$ cat config.mk
export PLATFORM = sky130hd
export DESIGN_NAME = greedy_size_balanced_partition
export DESIGN_NICKNAME = d
export VERILOG_FILES = /design/src/hw/rtl/gsbp_pkg.sv /design/src/hw/rtl/gsbp_ctrl.sv /design/src/hw/rtl/gsbp_dp.sv /design/src/hw/rtl/greedy_size_balanced_partition.sv
export SDC_FILE = /design/constraint.sdc
export NUM_CORES = 2
export LEC_CHECK = 0
export BUFFER_PORTS_ARGS = -buffer_cell sky130_fd_sc_hd__buf_4
export CORE_ASPECT_RATIO = 0.9
export CORE_UTILIZATION = 30
export CTS_CLUSTER_SIZE = 30
export DETAILED_ROUTE_END_ITERATION = 6
export GPL_ROUTABILITY_DRIVEN = 0
export PLACE_DENSITY = 0.41
export SLEW_MARGIN = 10
export SYNTH_ARGS = -nofsm -noshare
export SYNTH_HDL_FRONTEND = slang
export SYNTH_SLANG_ARGS = --single-unit
export TNS_END_PERCENT = 1
$ cat constraint.sdc
create_clock -name i_clk -period 7.1 [get_ports i_clk]
set_input_delay 0.71 -clock i_clk [delete_from_list [all_inputs] [get_ports i_clk]]
set_output_delay 0.71 -clock i_clk [all_outputs]
set_load 0.01 [all_outputs]
$ cat src/hw/rtl/gsbp_pkg.sv
`default_nettype none
package gsbp_pkg;

    localparam int DEF_MAX_RECORDS = 64;
    localparam int DEF_MAX_WORKERS = 16;

    localparam int SIZE_W   = 24;
    localparam int TOTAL_W  = 30;
    localparam int LOAD_W   = 31;
    localparam int CFG_W    = 5;
    localparam int WORKER_W = 4;
    localparam int INDEX_W  = 7;

    localparam logic [TOTAL_W-1:0] TOTAL_MAX = {TOTAL_W{1'b1}};
    localparam logic [CFG_W-1:0]   CFG_RESET = CFG_W'(1);

    typedef struct packed {
        logic ld;
        logic div_init;
        logic div_step;
        logic wk_init;
        logic wk_next;
        logic scan_init;
        logic scan_step;
        logic decide;
        logic out_init;
        logic out_load;
        logic clear;
    } t_cmd;

    typedef struct packed {
        logic div_done;
        logic cont;
        logic scan_done;
        logic found;
        logic last_worker;
        logic out_free;
        logic out_last;
    } t_stat;

endpackage
`default_nettype wire

$ cat src/hw/rtl/gsbp_ctrl.sv
`default_nettype none
module gsbp_ctrl import gsbp_pkg::*; (
    input  wire logic  i_clk,
    input  wire logic  i_rst_n,
    input  wire logic  i_valid,
    input  wire logic  i_last_record,
    input  wire t_stat i_stat,
    output t_cmd       o_cmd,
    output logic       o_stall
);

    localparam logic [3:0] S_IDLE   = 4'd0;
    localparam logic [3:0] S_DIVI   = 4'd1;
    localparam logic [3:0] S_DIV    = 4'd2;
    localparam logic [3:0] S_WSTART = 4'd3;
    localparam logic [3:0] S_PCHK   = 4'd4;
    localparam logic [3:0] S_SCANI  = 4'd5;
    localparam logic [3:0] S_SCAN   = 4'd6;
    localparam logic [3:0] S_DECIDE = 4'd7;
    localparam logic [3:0] S_WNEXT  = 4'd8;
    localparam logic [3:0] S_OINIT  = 4'd9;
    localparam logic [3:0] S_ORD    = 4'd10;
    localparam logic [3:0] S_OWAIT  = 4'd11;

    logic [3:0] r_state;
    logic [3:0] n_state;

    assign o_stall = (r_state != S_IDLE);

    always_comb begin
        n_state = r_state;
        o_cmd   = '0;
        case (r_state)
            S_IDLE: begin
                if (i_valid) begin
                    o_cmd.ld = 1'b1;
                    if (i_last_record) begin
                        n_state = S_DIVI;
                    end
                end
            end
            S_DIVI: begin
                o_cmd.div_init = 1'b1;
                n_state = S_DIV;
            end
            S_DIV: begin
                if (i_stat.div_done) begin
                    n_state = S_WSTART;
                end else begin
                    o_cmd.div_step = 1'b1;
                end
            end
            S_WSTART: begin
                o_cmd.wk_init = 1'b1;
                n_state = S_PCHK;
            end
            S_PCHK: begin
                n_state = i_stat.cont ? S_SCANI : S_WNEXT;
            end
            S_SCANI: begin
                o_cmd.scan_init = 1'b1;
                n_state = S_SCAN;
            end
            S_SCAN: begin
                o_cmd.scan_step = 1'b1;
                if (i_stat.scan_done) begin
                    n_state = S_DECIDE;
                end
            end
            S_DECIDE: begin
                if (i_stat.found) begin
                    o_cmd.decide = 1'b1;
                    n_state = S_PCHK;
                end else begin
                    n_state = S_WNEXT;
                end
            end
            S_WNEXT: begin
                if (i_stat.last_worker) begin
                    n_state = S_OINIT;
                end else begin
                    o_cmd.wk_next = 1'b1;
                    n_state = S_WSTART;
                end
            end
            S_OINIT: begin
                o_cmd.out_init = 1'b1;
                n_state = S_ORD;
            end
            S_ORD: begin
                n_state = S_OWAIT;
            end
            S_OWAIT: begin
                if (i_stat.out_free) begin
                    o_cmd.out_load = 1'b1;
                    if (i_stat.out_last) begin
                        o_cmd.clear = 1'b1;
                        n_state = S_IDLE;
                    end else begin
                        n_state = S_ORD;
                    end
                end
            end
            default: begin
                n_state = S_IDLE;
            end
        endcase
    end

    always_ff @(posedge i_clk) begin
        if (!i_rst_n) begin
            r_state <= S_IDLE;
        end else begin
            r_state <= n_state;
        end
    end

endmodule
`default_nettype wire

$ cat src/hw/rtl/gsbp_dp.sv
`default_nettype none
module gsbp_dp import gsbp_pkg::*; #(
    parameter int MAX_RECORDS = DEF_MAX_RECORDS,
    parameter int MAX_WORKERS = DEF_MAX_WORKERS
) (
    input  wire logic                i_clk,
    input  wire logic                i_rst_n,
    input  wire logic                i_cfg_valid,
    input  wire logic [CFG_W-1:0]    i_cfg_data,
    input  wire logic [SIZE_W-1:0]   i_record_size,
    input  wire logic                i_stall,
    input  wire t_cmd                i_cmd,
    output t_stat                    o_stat,
    output logic                     o_valid,
    output logic [INDEX_W-1:0]       o_record_index,
    output logic [WORKER_W-1:0]      o_worker,
    output logic                     o_last_result
);

    localparam int AW  = $clog2(MAX_RECORDS);
    localparam int CW  = $clog2(MAX_RECORDS + 1);
    localparam int DCW = $clog2(TOTAL_W + 1);

    logic [CFG_W-1:0]    r_cfg;
    logic [CW-1:0]       r_count;
    logic [TOTAL_W-1:0]  r_total;
    logic [MAX_RECORDS-1:0] r_pending;
    logic [MAX_RECORDS-1:0] r_skip;

    logic [SIZE_W-1:0]   r_size_mem [MAX_RECORDS];
    logic [WORKER_W-1:0] r_aw_mem   [MAX_RECORDS];
    logic [SIZE_W-1:0]   r_size_rd;
    logic [WORKER_W-1:0] r_aw_rd;

    logic [CW-1:0]       r_k;
    logic [DCW-1:0]      r_div_cnt;
    logic                r_p_live;
    logic                r_p_cand;
    logic                r_best_v;
    logic                r_o_valid;

    logic [CFG_W-1:0]    r_workers;
    logic [WORKER_W-1:0] r_w;
    logic [TOTAL_W-1:0]  r_quot;
    logic [CFG_W-1:0]    r_rem;
    logic [LOAD_W-1:0]   r_load;
    logic [AW-1:0]       r_p_idx;
    logic [AW-1:0]       r_best_idx;
    logic [SIZE_W-1:0]   r_best_size;
    logic [INDEX_W-1:0]  r_o_index;
    logic [WORKER_W-1:0] r_o_worker;
    logic                r_o_last;

    logic [AW-1:0]       addr;
    logic [AW-1:0]       wr_addr;
    logic                room;
    logic [TOTAL_W:0]    tot_sum;
    logic [CFG_W-1:0]    eff_workers;
    logic [CFG_W:0]      rem_sh;
    logic                rem_ge;
    logic [CFG_W:0]      rem_diff;
    logic [LOAD_W-1:0]   load_sum;
    logic                fits;
    logic                last_w;
    logic [CW-1:0]       k_inc;
    logic                take;
    logic                better;

    assign addr    = r_k[AW-1:0];
    assign wr_addr = r_count[AW-1:0];
    assign room    = (r_count < CW'(MAX_RECORDS));
    assign tot_sum = (TOTAL_W+1)'(r_total) + (TOTAL_W+1)'(i_record_size);

    always_comb begin
        if (i_cfg_data == '0 && r_cfg == '0) begin
            eff_workers = CFG_W'(1);
        end else if (r_cfg == '0) begin
            eff_workers = CFG_W'(1);
        end else if (r_cfg > CFG_W'(MAX_WORKERS)) begin
            eff_workers = CFG_W'(MAX_WORKERS);
        end else begin
            eff_workers = r_cfg;
        end
    end

    // restoring divider, one quotient bit per cycle
    assign rem_sh   = {r_rem, r_quot[TOTAL_W-1]};
    assign rem_ge   = (rem_sh >= (CFG_W+1)'(r_workers));
    assign rem_diff = rem_sh - (CFG_W+1)'(r_workers);

    assign load_sum = r_load + LOAD_W'(r_best_size);
    assign fits     = (load_sum <= LOAD_W'(r_quot));
    assign last_w   = (CFG_W'(r_w) == (r_workers - CFG_W'(1)));
    assign k_inc    = r_k + CW'(1);
    assign take     = fits || (r_load == '0) || last_w;
    assign better   = r_p_live && r_p_cand && (!r_best_v || (r_size_rd > r_best_size));

    assign o_stat.div_done    = (r_div_cnt == '0);
    assign o_stat.cont        = (r_load <= LOAD_W'(r_quot)) || last_w;
    assign o_stat.scan_done   = (r_k == r_count) && !r_p_live;
    assign o_stat.found       = r_best_v;
    assign o_stat.last_worker = last_w;
    assign o_stat.out_free    = !r_o_valid || !i_stall;
    assign o_stat.out_last    = (k_inc == r_count);

    always_ff @(posedge i_clk) begin
        if (!i_rst_n) begin
            r_cfg     <= CFG_RESET;
            r_count   <= '0;
            r_total   <= '0;
            r_pending <= '0;
            r_skip    <= '0;
            r_k       <= '0;
            r_div_cnt <= '0;
            r_p_live  <= 1'b0;
            r_best_v  <= 1'b0;
            r_o_valid <= 1'b0;
        end else begin
            if (i_cfg_valid) begin
                r_cfg <= i_cfg_data;
            end
            if (i_cmd.ld && room) begin
                r_pending[wr_addr] <= 1'b1;
                r_count <= r_count + CW'(1);
                r_total <= tot_sum[TOTAL_W] ? TOTAL_MAX : tot_sum[TOTAL_W-1:0];
            end
            if (i_cmd.div_init) begin
                r_div_cnt <= DCW'(TOTAL_W);
            end else if (i_cmd.div_step) begin
                r_div_cnt <= r_div_cnt - DCW'(1);
            end
            if (i_cmd.wk_init) begin
                r_skip <= '0;
            end
            if (i_cmd.scan_init) begin
                r_k      <= '0;
                r_p_live <= 1'b0;
                r_best_v <= 1'b0;
            end else if (i_cmd.scan_step) begin
                if (r_k < r_count) begin
                    r_p_live <= 1'b1;
                    r_k      <= k_inc;
                end else begin
                    r_p_live <= 1'b0;
                end
                if (better) begin
                    r_best_v <= 1'b1;
                end
            end
            if (i_cmd.decide) begin
                if (take) begin
                    r_pending[r_best_idx] <= 1'b0;
                end else begin
                    r_skip[r_best_idx] <= 1'b1;
                end
            end
            if (i_cmd.out_init) begin
                r_k <= '0;
            end else if (i_cmd.out_load) begin
                r_k <= k_inc;
            end
            if (i_cmd.out_load) begin
                r_o_valid <= 1'b1;
            end else if (!i_stall) begin
                r_o_valid <= 1'b0;
            end
            if (i_cmd.clear) begin
                r_count   <= '0;
                r_total   <= '0;
                r_pending <= '0;
            end
        end
    end

    always_ff @(posedge i_clk) begin
        if (i_cmd.div_init) begin
            r_workers <= eff_workers;
            r_w       <= '0;
            r_quot    <= r_total;
            r_rem     <= '0;
        end else if (i_cmd.div_step) begin
            r_rem  <= rem_ge ? rem_diff[CFG_W-1:0] : rem_sh[CFG_W-1:0];
            r_quot <= {r_quot[TOTAL_W-2:0], rem_ge};
        end
        if (i_cmd.wk_next) begin
            r_w <= r_w + WORKER_W'(1);
        end
        if (i_cmd.wk_init) begin
            r_load <= '0;
        end else if (i_cmd.decide && take) begin
            r_load <= load_sum;
        end
        if (i_cmd.scan_step) begin
            r_p_cand <= r_pending[addr] && !r_skip[addr];
            r_p_idx  <= addr;
            if (better) begin
                r_best_idx  <= r_p_idx;
                r_best_size <= r_size_rd;
            end
        end
        if (i_cmd.out_load) begin
            r_o_index  <= INDEX_W'(r_k) + INDEX_W'(1);
            r_o_worker <= r_aw_rd;
            r_o_last   <= (k_inc == r_count);
        end
    end

    // record sizes, read one entry a cycle during the scan
    always_ff @(posedge i_clk) begin
        if (i_cmd.ld && room) begin
            r_size_mem[wr_addr] <= i_record_size;
        end
        r_size_rd <= r_size_mem[addr];
    end

    // worker of each record
    always_ff @(posedge i_clk) begin
        if (i_cmd.decide && take) begin
            r_aw_mem[r_best_idx] <= r_w;
        end
        r_aw_rd <= r_aw_mem[addr];
    end

    assign o_valid        = r_o_valid;
    assign o_record_index = r_o_index;
    assign o_worker       = r_o_worker;
    assign o_last_result  = r_o_last;

endmodule
`default_nettype wire

$ cat src/hw/rtl/greedy_size_balanced_partition.sv
// Loading: records are accepted back to back while the set is open; records past MAX_RECORDS are dropped.
// Partition after the final record: a restoring division of the total by the worker count
// gives the target (one quotient bit a cycle), then largest-first passes assign each worker.
// Output: per result, a worker memory read state, then a load state that waits out backpressure.
// Reset is synchronous, active low: clears counts, pending bits, output valid and sets
// worker_count to 1; the size and worker memories keep their contents.
`default_nettype none
module greedy_size_balanced_partition import gsbp_pkg::*; #(
    parameter int MAX_RECORDS = DEF_MAX_RECORDS,
    parameter int MAX_WORKERS = DEF_MAX_WORKERS
) (
    input  wire logic                i_clk,
    input  wire logic                i_rst_n,
    input  wire logic                i_cfg_valid,
    input  wire logic [CFG_W-1:0]    i_cfg_data,
    output logic                     o_cfg_ready,
    input  wire logic                i_valid,
    output logic                     o_stall,
    input  wire logic [SIZE_W-1:0]   i_record_size,
    input  wire logic                i_last_record,
    output logic                     o_valid,
    input  wire logic                i_stall,
    output logic [INDEX_W-1:0]       o_record_index,
    output logic [WORKER_W-1:0]      o_worker,
    output logic                     o_last_result
);

    t_cmd  cmd;
    t_stat stat;

    assign o_cfg_ready = 1'b1;

    gsbp_ctrl u_ctrl (
        .i_clk         (i_clk),
        .i_rst_n       (i_rst_n),
        .i_valid       (i_valid),
        .i_last_record (i_last_record),
        .i_stat        (stat),
        .o_cmd         (cmd),
        .o_stall       (o_stall)
    );

    gsbp_dp #(
        .MAX_RECORDS (MAX_RECORDS),
        .MAX_WORKERS (MAX_WORKERS)
    ) u_dp (
        .i_clk          (i_clk),
        .i_rst_n        (i_rst_n),
        .i_cfg_valid    (i_cfg_valid),
        .i_cfg_data     (i_cfg_data),
        .i_record_size  (i_record_size),
        .i_stall        (i_stall),
        .i_cmd          (cmd),
        .o_stat         (stat),
        .o_valid        (o_valid),
        .o_record_index (o_record_index),
        .o_worker       (o_worker),
        .o_last_result  (o_last_result)
    );

endmodule
`default_nettype wire

==> metrics.cfg <==
[global_routing]
use_met3=0.0250
gr-usage-met2=0.293
antenna_found_initial=22
use_met1=0.272
grt_max_degree=114
top_usage_layer=met2
grt_overflow=0
grtUsageTotal=0.187
grt_pass1_wl_mm=382
grt_pass1_vias=46500

[power_and_ir_drop]
swShare=0.230
pwr-share-seq=0.509
pwr-share-comb=0.059
power_density_nw_per_um2=277
p_int_mw=21.2
ir_drop_mv=0.214
leakage_nw=30.9
clkPwrFrac=0.431
switching_power_mw=6.35

[worst_setup_path]
crit_path_start=u_dp.r_best_size[0]
critPathLaunchType=flop
crit_top_cell=nor2_1
required_ns=7.66
timing.rr.start=u_dp.r_best_size[0]
cpPeakStageDelay_ns=0.51
crit_fanout=15
arrival_ns=6.50
cp_slowest_cell=or4_1
setup.worst_path.end_class=flop
path_cells=ha_1 > inv_1 > fa_1 > nand2b_1 > a21oi_1 > o21ai_1 > a2111oi_4 > nor2_2 > or2_2 > nor2_1 > xor2_1 > ha_1 > nand4_1 > nor2_1 > nand3_1 > or4_1 > o311ai_0 > o211a_1 > buf_4 > nand3_1 > buf_4 > nor2_1
worstSetupPathType=reg2reg

[sta]
clock_skew_ns=0.105
post-route-min-period_ns=5.94
hold_violations=0
fin_crit_sh=0.837
setup_violations=0
fmax_mhz=168
slew_viol_final=0
worst_pin_slew_ns=1.19
grt_setup_unrepaired=false
tns_ns=0
slew_headroom=0.204

[detailed_routing]
drtPass1Iterations=6
via_count=45700
wl_per_cell_um=31.1
drtAntennaViolNets=0
drt_wl_total_mm=274
drt_iter0_drc=4348
vias_per_cell=5.19
drc=0

[logic_synthesis]
ys_ff_latch=2133
async_flop_share=0
syn_area_per_cell_um2=18.5
synth_edf_count=1880
syn_inst=4653
seq_area_frac_synth=0.713
synth_flop_cell=edfxtp_1
synth_area_um2=86200
ys_types=87
yosysWarnings=0
syn_nets=4842

[floorplan]
dieArea_um2=290000
ios=50
rows=186
start_util=0.302
fp.dieW_um=567
die_h_um=511
coreArea_um2=286000

[final_layout]
layout_commonest_cell=edfxtp_1
synthToLayoutAreaGrowth_pct=15.3
fin_util=0.348
nFillCells=26700
mostFrequentLayoutCells=edfxtp_1, mux4_2, dfxtp_1, clkbuf_16, o21ai_0
fin_nets=5036
drive_gt1_frac=0.245

[place]
dp_hpwl_mm=161
io_buffers=48

[clock_tree]
cts_root_buffer=clkbuf_16
clkSlewWorstSetupHoldPaths_ns=0.06
clock_sinks=2133
htreeDepth=4
cts_tree=yes
clock_latency_ns=0.90
cts_max_path_buffers=4
cts_resized=0
numCtsBuffers=234

[hold_path]
hp-start=i_cfg_data[2]
min_path_type=in2reg

[job]
maxCapViolCount=0

[outcome]
status=completed

==> metal layers <==
metal / vias to the layer above / wire [µm]
met4: 2 / 7450
met2: 1203 / 126000
met1: 24800 / 128000
met3: 348 / 12500
li1: 19300 / -
met5: - / 15
==> worst paths after layout <==
check                         to  slack, ns  depth (start not counted)
max          u_dp.r_aw_mem[0][3]       1.16                         22
max reg2reg  u_dp.r_aw_mem[0][3]       1.16                         22
min reg2reg   u_dp.r_best_idx[2]       0.36                          0
min                u_dp.r_cfg[2]       0.09                          3
==> flip-flops by register name, summed over array words and instances (netlist names), 7 cells and up <==
signal               flops
u_dp.o_record_index      7
u_dp.r_size_rd          24
u_dp.r_load             31
u_dp.r_total            30
u_dp.r_skip             64
u_dp.r_size_mem       1536
u_dp.r_aw_mem          256
u_dp.r_k                 7
u_dp.r_best_size        24
u_dp.r_count             7
u_dp.r_pending          64
u_dp.r_quot             30
==> layout make-up <==
cell class	instances	area (µm²)	area share
sequential	2133	61500	0.619
multi-input combinational	2168	23800	0.240
clock buffer	299	6290	0.0632
tap	3760	4700	0.0473
timing repair buffer	189	1520	0.0153
clock inverter	128	1080	0.0109
inverter	121	454	0.00457
antenna	5	12.5	0.000126
==> logic make-up after synthesis <==
group,after synthesis,synth area share
DFF,2133,0.713
and+or+nand+nor,716,0.0389
AOI/OAI and AO/OA,615,0.0434
muxes,607,0.157
buffers and inverters,352,0.0165
adders and majority gates,154,0.0226
xor gates and xnor gates,75,0.00826
other,1,0.0000435
==> Yosys cell counts, types with 19 or more instances <==
| cell type | instances | area [µm²] |
|---|---|---|
| a21o_1 | 48 | 360 |
| a21oi_1 | 169 | 846 |
| a31oi_1 | 19 | 119 |
| a32oi_1 | 25 | 219 |
| and3_1 | 26 | 163 |
| buf_1 | 21 | 78.8 |
| buf_2 | 56 | 280 |
| clkbuf_1 | 147 | 552 |
| dfxtp_1 | 253 | 5060 |
| edfxtp_1 | 1880 | 56500 |
| ha_1 | 151 | 1890 |
| inv_1 | 119 | 447 |
| mux4_2 | 595 | 13400 |
| nand2_1 | 203 | 762 |
| nand3_1 | 79 | 395 |
| nand4_1 | 26 | 163 |
| nor2_1 | 237 | 890 |
| nor2b_1 | 26 | 163 |
| nor3_1 | 28 | 140 |
| o21ai_0 | 231 | 1160 |
| xnor2_1 | 46 | 403 |
| xor2_1 | 25 | 219 |
==> timing repair <==
action / in CTS / in global routing
setup endpoints to repair: 0 / 0
buffers inserted: 0 / 0
hold buffers: 2 / 0
endpoints found under the hold margin: 2 / 0
==> per-stage QoR <==
stage          area (µm²)  std cells  hold WS, ns  power, mW  setup slack, ns
2_1_floorplan       86200       4653        0.386       15.2             2.15
3_3_place_gp        92000       8369        0.395       16.0             1.09
3_5_place_dp        92000       8369        0.389       16.0             1.09
4_1_cts             99400       8798       0.0109       27.9             1.12
5_1_grt             99400       8801       0.0591       28.5            0.752
6_report            99400       8803       0.0870       27.6             1.16
==> worst max-delay path: cells and delay by family, from the launching register on <==
| kind | cells | cell delay, ns |
|---|---|---|
| compound gates | 5 | 1.61 |
| xor+xnor | 1 | 0.09 |
| fa+ha+maj | 3 | 0.90 |
| buf+inv | 3 | 0.59 |
| flops | 1 | 0.37 |
| simple gates | 10 | 2.12 |
==> power by group through the flow <==
| stage | Sequential [mW] | Clock [mW] | Combinational [mW] |
|---|---|---|---|
| floorplan | 14.3 | 0 | 0.890 |
| global placement | 14.3 | 0 | 1.66 |
| detailed placement | 14.3 | 0 | 1.66 |
| CTS | 14.0 | 12.2 | 1.67 |
| global route | 14.1 | 12.7 | 1.81 |
| finish | 14.0 | 11.9 | 1.64 |
Note: power is estimated with default switching activity, not from simulation.
